[src/sv/spt_pkg.sv]
`default_nettype none
package spt_pkg;

    // window geometry
    localparam int NUM_WINDOWS = 4;
    localparam int DIST_REGS   = 4;
    localparam int ACT_MAX     = (NUM_WINDOWS < DIST_REGS) ? NUM_WINDOWS : DIST_REGS;
    localparam int K_W         = (ACT_MAX > 1) ? $clog2(ACT_MAX) : 1;
    localparam int N_W         = $clog2(ACT_MAX + 1);

    // configuration port
    localparam int CFG_IDX_W = 3;
    localparam int CFG_DAT_W = 24;
    localparam int DIST_W    = 24;

    localparam logic [CFG_IDX_W-1:0] CFG_MIN_QUAL   = 3'd0;
    localparam logic [CFG_IDX_W-1:0] CFG_IGN_TRANS  = 3'd1;
    localparam logic [CFG_IDX_W-1:0] CFG_WIN_IN_USE = 3'd2;
    localparam logic [CFG_IDX_W-1:0] CFG_WIN_0      = 3'd3;
    localparam logic [CFG_IDX_W-1:0] CFG_WIN_1      = 3'd4;
    localparam logic [CFG_IDX_W-1:0] CFG_WIN_2      = 3'd5;
    localparam logic [CFG_IDX_W-1:0] CFG_WIN_3      = 3'd6;

    localparam logic [7:0] MIN_QUAL_RESET   = 8'd25;
    localparam logic [2:0] WIN_IN_USE_RESET = 3'd1;

    // item operations
    localparam logic OP_SITE   = 1'b0;
    localparam logic OP_REPORT = 1'b1;

    // base codes
    localparam logic [2:0] BASE_A = 3'd0;
    localparam logic [2:0] BASE_C = 3'd1;
    localparam logic [2:0] BASE_G = 3'd2;
    localparam logic [2:0] BASE_T = 3'd3;

    localparam logic [3:0] ALLELE_MISSING = 4'd15;
    localparam logic [3:0] ALLELE_REF     = 4'd0;

    // genotype patterns
    localparam logic [1:0] PAT_NONE = 2'd0;
    localparam logic [1:0] PAT_AB   = 2'd1;
    localparam logic [1:0] PAT_BC   = 2'd2;
    localparam logic [1:0] PAT_AC   = 2'd3;

    typedef struct packed {
        logic [7:0]                        min_quality;
        logic                              drop_transitions;
        logic [2:0]                        windows_in_use;
        logic [DIST_REGS-1:0][DIST_W-1:0]  win_dist;
    } t_cfg;

    typedef struct packed {
        logic        op;
        logic        informative;
        logic [1:0]  pattern;
        logic [15:0] chrom;
        logic [30:0] pos;
    } t_cmd;

    typedef struct packed {
        logic [1:0]  window_index;
        logic [31:0] count_ab;
        logic [31:0] count_bc;
        logic [31:0] count_ac;
        logic        last;
    } t_result;

endpackage
`default_nettype wire

[src/sv/snp_pattern_thinned_counter.sv]
// Three-sample SNP pattern counter with distance thinning.
//
// Input channel: drive the item fields and raise push; the item transfers at a
// clock edge where push is high and full is low. operation 0 evaluates a site,
// operation 1 asks for a report of all active windows.
// Result channel: while empty is low the oldest result sits on the o_ ports and
// transfers at an edge where pop is high. A report gives one result per active
// window in index order, last_of_report set on the final one; sites give none.
// With both queues empty, a report passes the command queue, then the result
// queue, before its first result shows; the rest follow one per cycle while
// pop stays high. Throughput: one site per cycle while no report holds the
// back end; a report holds it until every active window has given its result.
// When the receiver stalls, the two-entry result queue fills, the report
// holds in the back end, and the two-entry command queue then raises full.
// Configuration: write i_cfg_index / i_cfg_data with i_cfg_we, only while idle.
// Reset (synchronous, active low) empties both queues, zeroes all counters and
// forgets the current chromosome and every window's last counted position.
`default_nettype none
module snp_pattern_thinned_counter (
    input  wire logic                          i_clk,
    input  wire logic                          i_rst_n,
    input  wire logic                          i_cfg_we,
    input  wire logic [spt_pkg::CFG_IDX_W-1:0] i_cfg_index,
    input  wire logic [spt_pkg::CFG_DAT_W-1:0] i_cfg_data,
    input  wire logic                          push,
    output logic                               full,
    input  wire logic                          i_operation,
    input  wire logic [15:0]                   i_chrom_id,
    input  wire logic [30:0]                   i_position,
    input  wire logic [2:0]                    i_ref_base,
    input  wire logic [20:0]                   i_sample_a,
    input  wire logic [20:0]                   i_sample_b,
    input  wire logic [20:0]                   i_sample_c,
    output logic                               empty,
    input  wire logic                          pop,
    output logic [1:0]                         o_window_index,
    output logic [31:0]                        o_count_ab,
    output logic [31:0]                        o_count_bc,
    output logic [31:0]                        o_count_ac,
    output logic                               o_last_of_report
);

    spt_pkg::t_cfg    r_cfg;
    spt_pkg::t_cmd    cmd;
    spt_pkg::t_result res;
    logic             cmd_valid;
    logic             cmd_pop;

    // configuration registers
    always_ff @(posedge i_clk) begin
        if (!i_rst_n) begin
            r_cfg.min_quality      <= spt_pkg::MIN_QUAL_RESET;
            r_cfg.drop_transitions <= 1'b0;
            r_cfg.windows_in_use   <= spt_pkg::WIN_IN_USE_RESET;
            r_cfg.win_dist         <= '0;
        end else if (i_cfg_we) begin
            unique case (i_cfg_index)
                spt_pkg::CFG_MIN_QUAL:   r_cfg.min_quality      <= i_cfg_data[7:0];
                spt_pkg::CFG_IGN_TRANS:  r_cfg.drop_transitions <= i_cfg_data[0];
                spt_pkg::CFG_WIN_IN_USE: r_cfg.windows_in_use   <= i_cfg_data[2:0];
                spt_pkg::CFG_WIN_0:      r_cfg.win_dist[0]      <= i_cfg_data;
                spt_pkg::CFG_WIN_1:      r_cfg.win_dist[1]      <= i_cfg_data;
                spt_pkg::CFG_WIN_2:      r_cfg.win_dist[2]      <= i_cfg_data;
                spt_pkg::CFG_WIN_3:      r_cfg.win_dist[3]      <= i_cfg_data;
                default:                 ;
            endcase
        end
    end

    // classify and queue
    spt_front u_front (
        .i_clk       (i_clk),
        .i_rst_n     (i_rst_n),
        .i_cfg       (r_cfg),
        .i_push      (push),
        .o_full      (full),
        .i_operation (i_operation),
        .i_chrom_id  (i_chrom_id),
        .i_position  (i_position),
        .i_ref_base  (i_ref_base),
        .i_sample_a  (i_sample_a),
        .i_sample_b  (i_sample_b),
        .i_sample_c  (i_sample_c),
        .o_cmd_valid (cmd_valid),
        .o_cmd       (cmd),
        .i_cmd_pop   (cmd_pop)
    );

    // window update and reporting
    spt_back u_back (
        .i_clk       (i_clk),
        .i_rst_n     (i_rst_n),
        .i_cfg       (r_cfg),
        .i_cmd_valid (cmd_valid),
        .i_cmd       (cmd),
        .o_cmd_pop   (cmd_pop),
        .o_empty     (empty),
        .o_result    (res),
        .i_pop       (pop)
    );

    assign o_window_index   = res.window_index;
    assign o_count_ab       = res.count_ab;
    assign o_count_bc       = res.count_bc;
    assign o_count_ac       = res.count_ac;
    assign o_last_of_report = res.last;

endmodule
`default_nettype wire

[src/sv/spt_front.sv]
`default_nettype none
module spt_front (
    input  wire logic          i_clk,
    input  wire logic          i_rst_n,
    input  wire spt_pkg::t_cfg i_cfg,
    input  wire logic          i_push,
    output logic               o_full,
    input  wire logic          i_operation,
    input  wire logic [15:0]   i_chrom_id,
    input  wire logic [30:0]   i_position,
    input  wire logic [2:0]    i_ref_base,
    input  wire logic [20:0]   i_sample_a,
    input  wire logic [20:0]   i_sample_b,
    input  wire logic [20:0]   i_sample_c,
    output logic               o_cmd_valid,
    output spt_pkg::t_cmd      o_cmd,
    input  wire logic          i_cmd_pop
);

    localparam int QD = 2;

    function automatic logic is_transition(input logic [2:0] r, input logic [2:0] a);
        return (r == spt_pkg::BASE_C && a == spt_pkg::BASE_T) ||
               (r == spt_pkg::BASE_T && a == spt_pkg::BASE_C) ||
               (r == spt_pkg::BASE_G && a == spt_pkg::BASE_A) ||
               (r == spt_pkg::BASE_A && a == spt_pkg::BASE_G);
    endfunction

    logic [2:0][20:0] smp;
    logic [2:0][3:0]  geno;
    logic [2:0][2:0]  altb;
    logic [2:0]       s_ok;
    logic [2:0]       s_alt;
    logic             agree;
    logic [2:0]       alt;
    logic             mono;
    spt_pkg::t_cmd    cmd_in;

    assign smp = {i_sample_c, i_sample_b, i_sample_a};

    // per-sample call checks
    always_comb begin
        logic [3:0] a1;
        logic [3:0] a2;
        for (int s = 0; s < 3; s++) begin
            a1       = smp[s][11:8];
            a2       = smp[s][15:12];
            geno[s]  = a1;
            altb[s]  = smp[s][19:17];
            s_alt[s] = (a1 != spt_pkg::ALLELE_REF);
            s_ok[s]  = (smp[s][7:0] >= i_cfg.min_quality) &&
                       (a1 != spt_pkg::ALLELE_MISSING) &&
                       (a2 != spt_pkg::ALLELE_MISSING) &&
                       (a1 == a2) &&
                       (!s_alt[s] || smp[s][16]);
        end
    end

    // ALT base agreement across samples, chosen ALT base and monomorphic check
    always_comb begin
        agree = (!(s_alt[0] && s_alt[1]) || altb[0] == altb[1]) &&
                (!(s_alt[0] && s_alt[2]) || altb[0] == altb[2]) &&
                (!(s_alt[1] && s_alt[2]) || altb[1] == altb[2]);
        priority if (s_alt[0]) alt = altb[0];
        else if (s_alt[1])     alt = altb[1];
        else if (s_alt[2])     alt = altb[2];
        else                   alt = spt_pkg::BASE_A;
        mono = (geno[0] == geno[1]) && (geno[1] == geno[2]);
    end

    // classified command
    always_comb begin
        cmd_in.op          = i_operation;
        cmd_in.chrom       = i_chrom_id;
        cmd_in.pos         = i_position;
        cmd_in.informative = (&s_ok) && agree && !mono &&
                             !(i_cfg.drop_transitions && is_transition(i_ref_base, alt));
        priority if (geno[0] == geno[1]) cmd_in.pattern = spt_pkg::PAT_AB;
        else if (geno[1] == geno[2])     cmd_in.pattern = spt_pkg::PAT_BC;
        else if (geno[0] == geno[2])     cmd_in.pattern = spt_pkg::PAT_AC;
        else                             cmd_in.pattern = spt_pkg::PAT_NONE;
    end

    // command queue toward the back end
    spt_pkg::t_cmd r_q [QD];
    logic          r_wp, r_rp;
    logic [1:0]    r_cnt;
    logic          wr, rd;

    assign o_full      = (r_cnt == 2'(QD));
    assign o_cmd_valid = (r_cnt != 2'd0);
    assign o_cmd       = r_q[r_rp];
    assign wr          = i_push && !o_full;
    assign rd          = i_cmd_pop && o_cmd_valid;

    always_ff @(posedge i_clk) begin
        if (wr) begin
            r_q[r_wp] <= cmd_in;
        end
    end

    always_ff @(posedge i_clk) begin
        if (!i_rst_n) begin
            r_wp  <= 1'b0;
            r_rp  <= 1'b0;
            r_cnt <= 2'd0;
        end else begin
            if (wr) r_wp <= !r_wp;
            if (rd) r_rp <= !r_rp;
            r_cnt <= r_cnt + 2'(wr) - 2'(rd);
        end
    end

`ifndef ASSERT_OFF
    // a lone write grows the queue by one
    a_cnt_grow: assert property (@(posedge i_clk) disable iff (!i_rst_n)
        (wr && !rd) |=> r_cnt == $past(r_cnt) + 2'd1)
        else $error("command queue count did not follow a write");

    // a lone read shrinks the queue by one
    a_cnt_shrink: assert property (@(posedge i_clk) disable iff (!i_rst_n)
        (rd && !wr) |=> r_cnt == $past(r_cnt) - 2'd1)
        else $error("command queue count did not follow a read");

    a_cnt_bound: assert property (@(posedge i_clk) disable iff (!i_rst_n)
        r_cnt <= 2'(QD))
        else $error("command queue overflow");
`endif

endmodule
`default_nettype wire

[src/sv/spt_back.sv]
`default_nettype none
module spt_back (
    input  wire logic          i_clk,
    input  wire logic          i_rst_n,
    input  wire spt_pkg::t_cfg i_cfg,
    input  wire logic          i_cmd_valid,
    input  wire spt_pkg::t_cmd i_cmd,
    output logic               o_cmd_pop,
    output logic               o_empty,
    output spt_pkg::t_result   o_result,
    input  wire logic          i_pop
);

    localparam int NW = spt_pkg::NUM_WINDOWS;
    localparam int QD = 2;

    // active window count
    logic [spt_pkg::N_W-1:0] act_n;
    always_comb begin
        if (i_cfg.windows_in_use == 3'd0)
            act_n = spt_pkg::N_W'(1);
        else if (int'(i_cfg.windows_in_use) > spt_pkg::ACT_MAX)
            act_n = spt_pkg::N_W'(spt_pkg::ACT_MAX);
        else
            act_n = spt_pkg::N_W'(i_cfg.windows_in_use);
    end

    // window state
    logic [15:0]       r_prev_chrom;
    logic              r_prev_valid;
    logic [30:0]       r_last_pos [NW];
    logic [NW-1:0]     r_pos_valid;
    logic [31:0]       r_ab [NW];
    logic [31:0]       r_bc [NW];
    logic [31:0]       r_ac [NW];
    logic [spt_pkg::K_W-1:0] r_rep_k;

    logic [NW-1:0][spt_pkg::DIST_W-1:0] win_span;
    logic [NW-1:0] valid_eff;
    logic [NW-1:0] open;
    logic [NW-1:0] n_pos_valid;
    logic          chrom_chg;
    logic          do_site;
    logic          do_count;

    // output queue
    spt_pkg::t_result r_oq [QD];
    logic             r_owp, r_orp;
    logic [1:0]       r_ocnt;
    logic             out_full;
    logic             out_push;
    logic             out_pop;
    spt_pkg::t_result res;
    logic             rep_last;

    assign chrom_chg = !r_prev_valid || (r_prev_chrom != i_cmd.chrom);
    assign do_site   = i_cmd_valid && (i_cmd.op == spt_pkg::OP_SITE);
    assign do_count  = do_site && i_cmd.informative;

    for (genvar w = 0; w < NW; w++) begin : g_win
        if (w < spt_pkg::DIST_REGS) begin : g_d
            assign win_span[w] = i_cfg.win_dist[w];
        end else begin : g_z
            assign win_span[w] = '0;
        end
        // window has elapsed since the last counted site
        assign valid_eff[w]   = r_pos_valid[w] && !chrom_chg;
        assign open[w]        = (w < int'(act_n)) &&
                                (!valid_eff[w] ||
                                 (32'(r_last_pos[w]) + 32'(win_span[w]) <= 32'(i_cmd.pos)));
        assign n_pos_valid[w] = (do_count && open[w]) ? 1'b1 : valid_eff[w];
    end

    // site execution
    always_ff @(posedge i_clk) begin
        if (!i_rst_n) begin
            r_prev_valid <= 1'b0;
            r_pos_valid  <= '0;
            for (int w = 0; w < NW; w++) begin
                r_ab[w] <= '0;
                r_bc[w] <= '0;
                r_ac[w] <= '0;
            end
        end else if (do_site) begin
            r_pos_valid <= n_pos_valid;
            if (i_cmd.informative) r_prev_valid <= 1'b1;
            for (int w = 0; w < NW; w++) begin
                if (do_count && open[w]) begin
                    unique case (i_cmd.pattern)
                        spt_pkg::PAT_AB:   r_ab[w] <= r_ab[w] + 32'd1;
                        spt_pkg::PAT_BC:   r_bc[w] <= r_bc[w] + 32'd1;
                        spt_pkg::PAT_AC:   r_ac[w] <= r_ac[w] + 32'd1;
                        spt_pkg::PAT_NONE: ;
                        default:           ;
                    endcase
                end
            end
        end
    end

    always_ff @(posedge i_clk) begin
        if (do_count) begin
            r_prev_chrom <= i_cmd.chrom;
            for (int w = 0; w < NW; w++) begin
                if (open[w]) r_last_pos[w] <= i_cmd.pos;
            end
        end
    end

    // report: one result per active window
    assign out_full = (r_ocnt == 2'(QD));
    assign out_push = i_cmd_valid && (i_cmd.op == spt_pkg::OP_REPORT) && !out_full;
    assign rep_last = (spt_pkg::N_W'(r_rep_k) + spt_pkg::N_W'(1) == act_n);

    always_comb begin
        res.window_index = 2'(r_rep_k);
        res.last         = rep_last;
        res.count_ab     = r_ab[0];
        res.count_bc     = r_bc[0];
        res.count_ac     = r_ac[0];
        for (int w = 1; w < spt_pkg::ACT_MAX; w++) begin
            if (int'(r_rep_k) == w) begin
                res.count_ab = r_ab[w];
                res.count_bc = r_bc[w];
                res.count_ac = r_ac[w];
            end
        end
    end

    assign o_cmd_pop = do_site || (out_push && rep_last);

    always_ff @(posedge i_clk) begin
        if (!i_rst_n) begin
            r_rep_k <= '0;
        end else if (out_push) begin
            r_rep_k <= rep_last ? '0 : r_rep_k + spt_pkg::K_W'(1);
        end
    end

    // output queue
    assign o_empty  = (r_ocnt == 2'd0);
    assign o_result = r_oq[r_orp];
    assign out_pop  = i_pop && !o_empty;

    always_ff @(posedge i_clk) begin
        if (out_push) begin
            r_oq[r_owp] <= res;
        end
    end

    always_ff @(posedge i_clk) begin
        if (!i_rst_n) begin
            r_owp  <= 1'b0;
            r_orp  <= 1'b0;
            r_ocnt <= 2'd0;
        end else begin
            if (out_push) r_owp <= !r_owp;
            if (out_pop)  r_orp <= !r_orp;
            r_ocnt <= r_ocnt + 2'(out_push) - 2'(out_pop);
        end
    end

`ifndef ASSERT_OFF
    a_oq_bound: assert property (@(posedge i_clk) disable iff (!i_rst_n)
        r_ocnt <= 2'(QD))
        else $error("result queue overflow");

    a_site_quiet: assert property (@(posedge i_clk) disable iff (!i_rst_n)
        do_site |-> !out_push)
        else $error("site transfer produced a result");

    a_rep_range: assert property (@(posedge i_clk) disable iff (!i_rst_n)
        out_push |-> (spt_pkg::N_W'(r_rep_k) < act_n))
        else $error("report window index past active windows");
`endif

endmodule
`default_nettype wire
[config.mk]
export PLATFORM = sky130hd
export DESIGN_NAME = snp_pattern_thinned_counter
export DESIGN_NICKNAME = d
export VERILOG_FILES = /design/src/sv/spt_pkg.sv /design/src/sv/snp_pattern_thinned_counter.sv /design/src/sv/spt_front.sv /design/src/sv/spt_back.sv
export SDC_FILE = /design/constraint.sdc
export NUM_CORES = 2
export LEC_CHECK = 0
export ABC_AREA = 1
export BUFFER_PORTS_ARGS = -buffer_cell sky130_fd_sc_hd__buf_2
export CAP_MARGIN = 5
export CORE_AREA = 2 2 321 323
export DETAILED_ROUTE_END_ITERATION = 6
export DIE_AREA = 0 0 323 325
export PLACE_DENSITY = 0.68
export SYNTH_ARGS = -nofsm -noshare
export SYNTH_HDL_FRONTEND = slang
export SYNTH_SLANG_ARGS = --single-unit
[constraint.sdc]
create_clock -name i_clk -period 9 [get_ports i_clk]
set_clock_uncertainty 0.2 [all_clocks]
set_input_delay 0.9 -clock i_clk [delete_from_list [all_inputs] [get_ports i_clk]]
set_output_delay 0.9 -clock i_clk [all_outputs]
set_load 0.005 [all_outputs]
* Word-level counts from Yosys, hierarchy flattened
Memories as Yosys holds them, arrays and structs flattened. A register that Yosys moved wholly into a read port is not among the register bits.
Index checks and enable logic that the tools add are counted.
** Storage, ports and cells
- Register bits after elaboration :: 139
- Bits in writable memories :: 808
- Bits of input ports :: 146
- Output and inout bits :: 101
- Logic and storage cells :: 307
- Memories kept :: 6
** Operators by class
- Add/subtract/negate cells :: 22
- $lt $le $gt $ge :: 12
- Equal/unequal tests :: 37
- Multiplexer cells :: 100
- Bitwise gates (word level) :: 13
- Reductions and logical operators :: 100
** Memories
- u_back.r_oq :: depth 2, width 99, read ports 1, clocked after Yosys merged registers in 1, write ports 1, RTL line spt_back.sv:47 : spt_pkg::t_result r_oq [QD];
- u_back.r_ab :: depth 4, width 32, read ports 4, clocked after Yosys merged registers in 0, write ports 4, RTL line spt_back.sv:33 : logic [31:0] r_ab [NW];
- u_back.r_ac :: depth 4, width 32, read ports 4, clocked after Yosys merged registers in 0, write ports 4, RTL line spt_back.sv:35 : logic [31:0] r_ac [NW];
- u_back.r_bc :: depth 4, width 32, read ports 4, clocked after Yosys merged registers in 0, write ports 4, RTL line spt_back.sv:34 : logic [31:0] r_bc [NW];
- u_back.r_last_pos :: depth 4, width 31, read ports 4, clocked after Yosys merged registers in 0, write ports 4, RTL line spt_back.sv:31 : logic [30:0] r_last_pos [NW];
- u_front.r_q :: depth 2, width 51, read ports 1, clocked after Yosys merged registers in 1, write ports 1, RTL line spt_front.sv:85 : spt_pkg::t_cmd r_q [QD];
** Operator list (number)
- adder 32 x 1 -> 32 bit (second input constant) :: 12
- 2-to-1 mux 32 bit :: 12
- 2-to-1 mux 96 bit :: 3
- adder 31 x 24 -> 32 bit :: 4
- <= comparator 32 x 31 -> 1 bit :: 4
- 2-to-1 mux 1 bit :: 76
- logical AND 1 bit :: 46
- == test 4 bit :: 6
- >= comparator 8 bit :: 3
- inequality test 4 bit (second input constant) :: 6
- logical NOT 1 bit :: 21
- == test 3 x 2 -> 1 bit (second input constant) :: 6
- inequality test 16 bit :: 1
- AND reduction 2 bit :: 8
- logical OR 1 bit :: 15
- 2-to-1 mux 3 bit :: 5
- == test 2 bit (second input constant) :: 6
- == test 3 bit :: 4
- logical NOT 3 bit :: 4
- bitwise OR 1 bit :: 12
- nonzero test 4 bit :: 3
- == test 3 x 1 -> 1 bit (second input constant) :: 3
- == test 3 bit (second input constant) :: 3
- 2-to-1 mux 2 bit :: 4
- 12 further kinds :: 17

* Depth between registers and ports, before layout
- Depth in word-level cells :: 13
- Mapped depth :: 27
- Mapped depth without buffers :: 26

* Cells and area by module
Synthesis repeated with hierarchy kept, for this count alone.
** Second synthesis, totals
- Cells, all modules :: 6017
- Area total of the unflattened synthesis :: 55693.4 sq um
** By module, submodules not included
- spt_back :: instances 1, cells each 4959, area an instance 46098.0 sq um, seq. area each 21921.0 sq um
- spt_front :: instances 1, cells each 435, area an instance 5297.6 sq um, seq. area each 3163.0 sq um
- snp_pattern_thinned_counter :: instances 1, cells each 623, area an instance 4297.9 sq um, seq. area each 2162.1 sq um

* Worst setup path after synthesis
No wires, ideal clock.
- Kind :: flip-flop to flip-flop
- From :: memory u_back.r_last_pos[1][2]
- To :: memory u_back.r_ab[1][0], enable pin
- Arrival time :: 5.551 ns
- Required time :: 8.334 ns
- Slack :: 2.783 ns
- Stages on the path, launching flop included :: 24
- Buffers on the path :: 0
- Clock period less this slack :: 6.217 ns
- Path through :: edfxtp_1 > ha_1 > a21oi_1 > nand2_1 > nand2_1 > nand2_1 > nand2_1 > nand2_1 > a21oi_1 > o21ai_0 > a21oi_1 > o21ai_0 > nand2_1 > nand2_1 > ha_1 > a21oi_1 > o21ai_0 > a211oi_1 > nand3_1 > nor2_1 > nand2_1 > nand2_4 > nand2_1 > o21ai_0
** RTL lines (RTL line)
- start, declared :: spt_back.sv:31
- end, declared :: spt_back.sv:33

==> flow_metrics.env <==
export IMPL_first_iter_violations=3182
export IMPL_ant_nets=0
export IMPL_layout_setup_ws_ns=2.78
export IMPL_hp_class="in -> reg"
export IMPL_run_status="finished with violations"
export IMPL_power_density_nw_per_um2=213
export IMPL_dr_total_vias=40500
export IMPL_drv_slew=0
export IMPL_cp_num_buf_inv=1
export IMPL_die_x_um=323
export IMPL_path_common_cell="nand2_1"
export IMPL_setup_viol=0
export IMPL_yosys_warnings=0
export IMPL_cts_sinks=949
export IMPL_syn_num_nets=6236
export IMPL_finalWirelength_mm=127
export IMPL_max_stage_delay_ns=0.70
export IMPL_cp_required_ns=9.30
export IMPL_holdBufCountCts=0
export IMPL_grt_pass1_wl_mm=201
export IMPL_remaining_drc_errors=1
export IMPL_cts_buffers=101
export IMPL_syn_inst=5823
export IMPL_grt_max_degree=97
export IMPL_grt_pass1_vias=38500
export IMPL_avgSynthCellArea_um2=9.33
export IMPL_gr_usage_met2_pct=38.0
export IMPL_synth_seq_area_share_pct=50.1
export IMPL_placementRows=117
export IMPL_synth_largest_area_cell="edfxtp_1"
export IMPL_dp_hpwl_mm=92.8
export IMPL_coreArea_um2=101000
export IMPL_die_h_um=325
export IMPL_use_met3_pct=2.69
export IMPL_rsz0062_at_grt="no"
export IMPL_grt_ovfl_total=0
export IMPL_cap_violations=0
export IMPL_cts_buffer_depth=3
export IMPL_synth_edf_count=824
export IMPL_end_kind="flip-flop"
export IMPL_pre_cts_ws_ns=2.81
export IMPL_antenna_found_initial=5
export IMPL_cts_resized=0
export IMPL_grt_busiest_layer="met2"
export IMPL_cts_root_buffer="clkbuf_16"
export IMPL_syn_to_final_growth_pct=11.5
export IMPL_grt_met1_usage_pct=34.6
export IMPL_syn_area_um2=54300
export IMPL_path_class="reg -> reg"
export IMPL_post_cts_setup_buffer_count=0
export IMPL_post_drt_wl_per_cell_um=16.8
export IMPL_p_leak_nw=24.3
export IMPL_post_route_period_util_pct=69.1
export IMPL_synth_top_area_share_pct=45.5
export IMPL_gp_congestion=0.954
export IMPL_start_util_pct=53.6
export IMPL_path_cells="ha_1, fa_1, nand3_1, nand2_1, a21oi_1, o21ai_0, nand2_1, nand2_1, a21boi_0, o21ai_0, xor2_1, ha_1, nand2_1, nor3_1, nand4_1, nor2_1, nor2_1, nand2_2, nand2_2, inv_2, nand3_4, a21oi_1"
export IMPL_arrival_ns=6.51
export IMPL_cp_slowest_cell="inv_2"
export IMPL_yosysMostFrequentCell="nand2_1"
export IMPL_final_layout_size_suffix_gt1_share_pct=12.5
export IMPL_ys_top_cells_by_count="853 x nand2_1, 824 x edfxtp_1, 801 x nor2_1, 714 x inv_1, 383 x a21oi_1"
export IMPL_cts_tree="done"
export IMPL_die_area_um2=105000
export IMPL_max_freq_mhz=161
export IMPL_first_pass_iters=7
export IMPL_via_per_inst=5.37
export IMPL_nets=6490
export IMPL_h_tree_depth=3
export IMPL_cp_max_fo=33
export IMPL_max_slew_margin_rel_pct=25.0
export IMPL_io_pins=247
export IMPL_ir_worst_vdd_mv=0.201
export IMPL_ys_ff_latch=949
export IMPL_port_buffers=243
export IMPL_violations="DRC"
export IMPL_finalHoldViolCount=0
export IMPL_async_reset_ff_share_pct=0
export IMPL_synth_area_leaders="edfxtp_1 46%, ha_1 6.1%, nand2_1 5.9%"
export IMPL_start_kind="flip-flop"
export IMPL_fin_crit_ns=6.22
export IMPL_clk_pin_slew_worst_paths_ns=0.06
export IMPL_cp_top_family="simple AND/OR/NAND/NOR gates"
export IMPL_tns_ns=0
export IMPL_grtUsageTotal_pct=23.9
export IMPL_worstMarginPinSlew_ns=1.12
export IMPL_clk_latency_ns=0.69
export IMPL_dominantRegCellSynth="edfxtp_1"
export IMPL_power_mw=12.9
export IMPL_synth_cell_types=68
[sequential cells by signal (all words and copies together), names as in the netlist, 4 cells and up, named ones only]
name / flops
u_back.r_ab: 128
u_back.r_ac: 128
u_back.r_prev_chrom: 16
u_back.r_pos_valid: 4
u_back.r_bc: 128
u_front.r_q: 102
r_cfg: 108
u_back.r_oq: 198
u_back.r_last_pos: 124
[placed cells by master, fill, tap and decap left out, types with 20 or more instances in the layout]
cell / instances
nand2_1: 853
edfxtp_1: 824
nor2_1: 797
inv_1: 711
a21oi_1: 382
o21ai_0: 361
xor2_1: 334
ha_1: 260
buf_2: 242
nand3_1: 161
xnor2_1: 124
dfxtp_1: 123
nor3_1: 118
clkbuf_16: 106
mux2_2: 99
nand4_1: 97
buf_4: 64
o211ai_1: 52
or2_2: 43
nor4_1: 39
nor2_2: 34
clkinv_2: 24
nor3_2: 20
[final cells by class]
class                           instances  area (um^2)
Fill cell                            8653        40700
Sequential cell                       949        27300
Multi-Input combinational cell       3997        23700
Inverter                              722         2710
Clock buffer                          116         2700
Tap cell                             1368         1710
Timing Repair Buffer                  306         1690
Clock inverter                         72          792
Antenna cell                            5         12.5
[power breakdown]
group | switching, mW | internal, mW | total, mW
clock | 1.78 | 2.54 | 4.32
sequential | 0.199 | 5.39 | 5.59
combinational | 1.92 | 1.07 | 2.99
[layer usage]
metal / part of all wire (%) / up-vias
li1: - / 20300
met1: 46 / 19000
met3: 5.9 / 179
met4: 2.2 / 0
met5: 0 / -
met2: 45 / 1086
[path summary, 6_finish.rpt]
check	startpoint	to	slack, ns	cells after the start
setup / recovery	u_back.r_last_pos[3][0]	u_back.r_bc[3][28]	2.78	22
hold reg to reg	r_cfg[16]	r_cfg[16]	0.25	2
hold / removal	i_position[12]	u_front.r_q[0][12]	0.19	1
setup reg to reg	u_back.r_last_pos[3][0]	u_back.r_bc[3][28]	2.78	22
[logic make-up after synthesis]
| logic type | Yosys count | share of synthesized area [%] |
|---|---|---|
| buf+inv | 877 | 6.45 |
| fa+ha+maj | 267 | 6.20 |
| simple gates | 2266 | 18.7 |
| compound gates | 906 | 9.07 |
| mux | 100 | 2.07 |
| xor+xnor | 458 | 7.38 |
| flops | 949 | 50.1 |
[metrics by stage]
step / area, um^2 / utilization (%) / hold slack (ns) / cells
3_3_place_gp: 57100 / 56.4 / 0.226 / 7342
4_1_cts: 60600 / 59.8 / 0.151 / 7530
2_1_floorplan: 54300 / - / 0.226 / 5823
6_report: 60600 / 59.8 / 0.193 / 7535
3_5_place_dp: 57100 / 56.4 / 0.239 / 7342
5_1_grt: 60600 / 59.8 / 0.173 / 7535
Note: power is estimated with default switching activity, not from simulation.
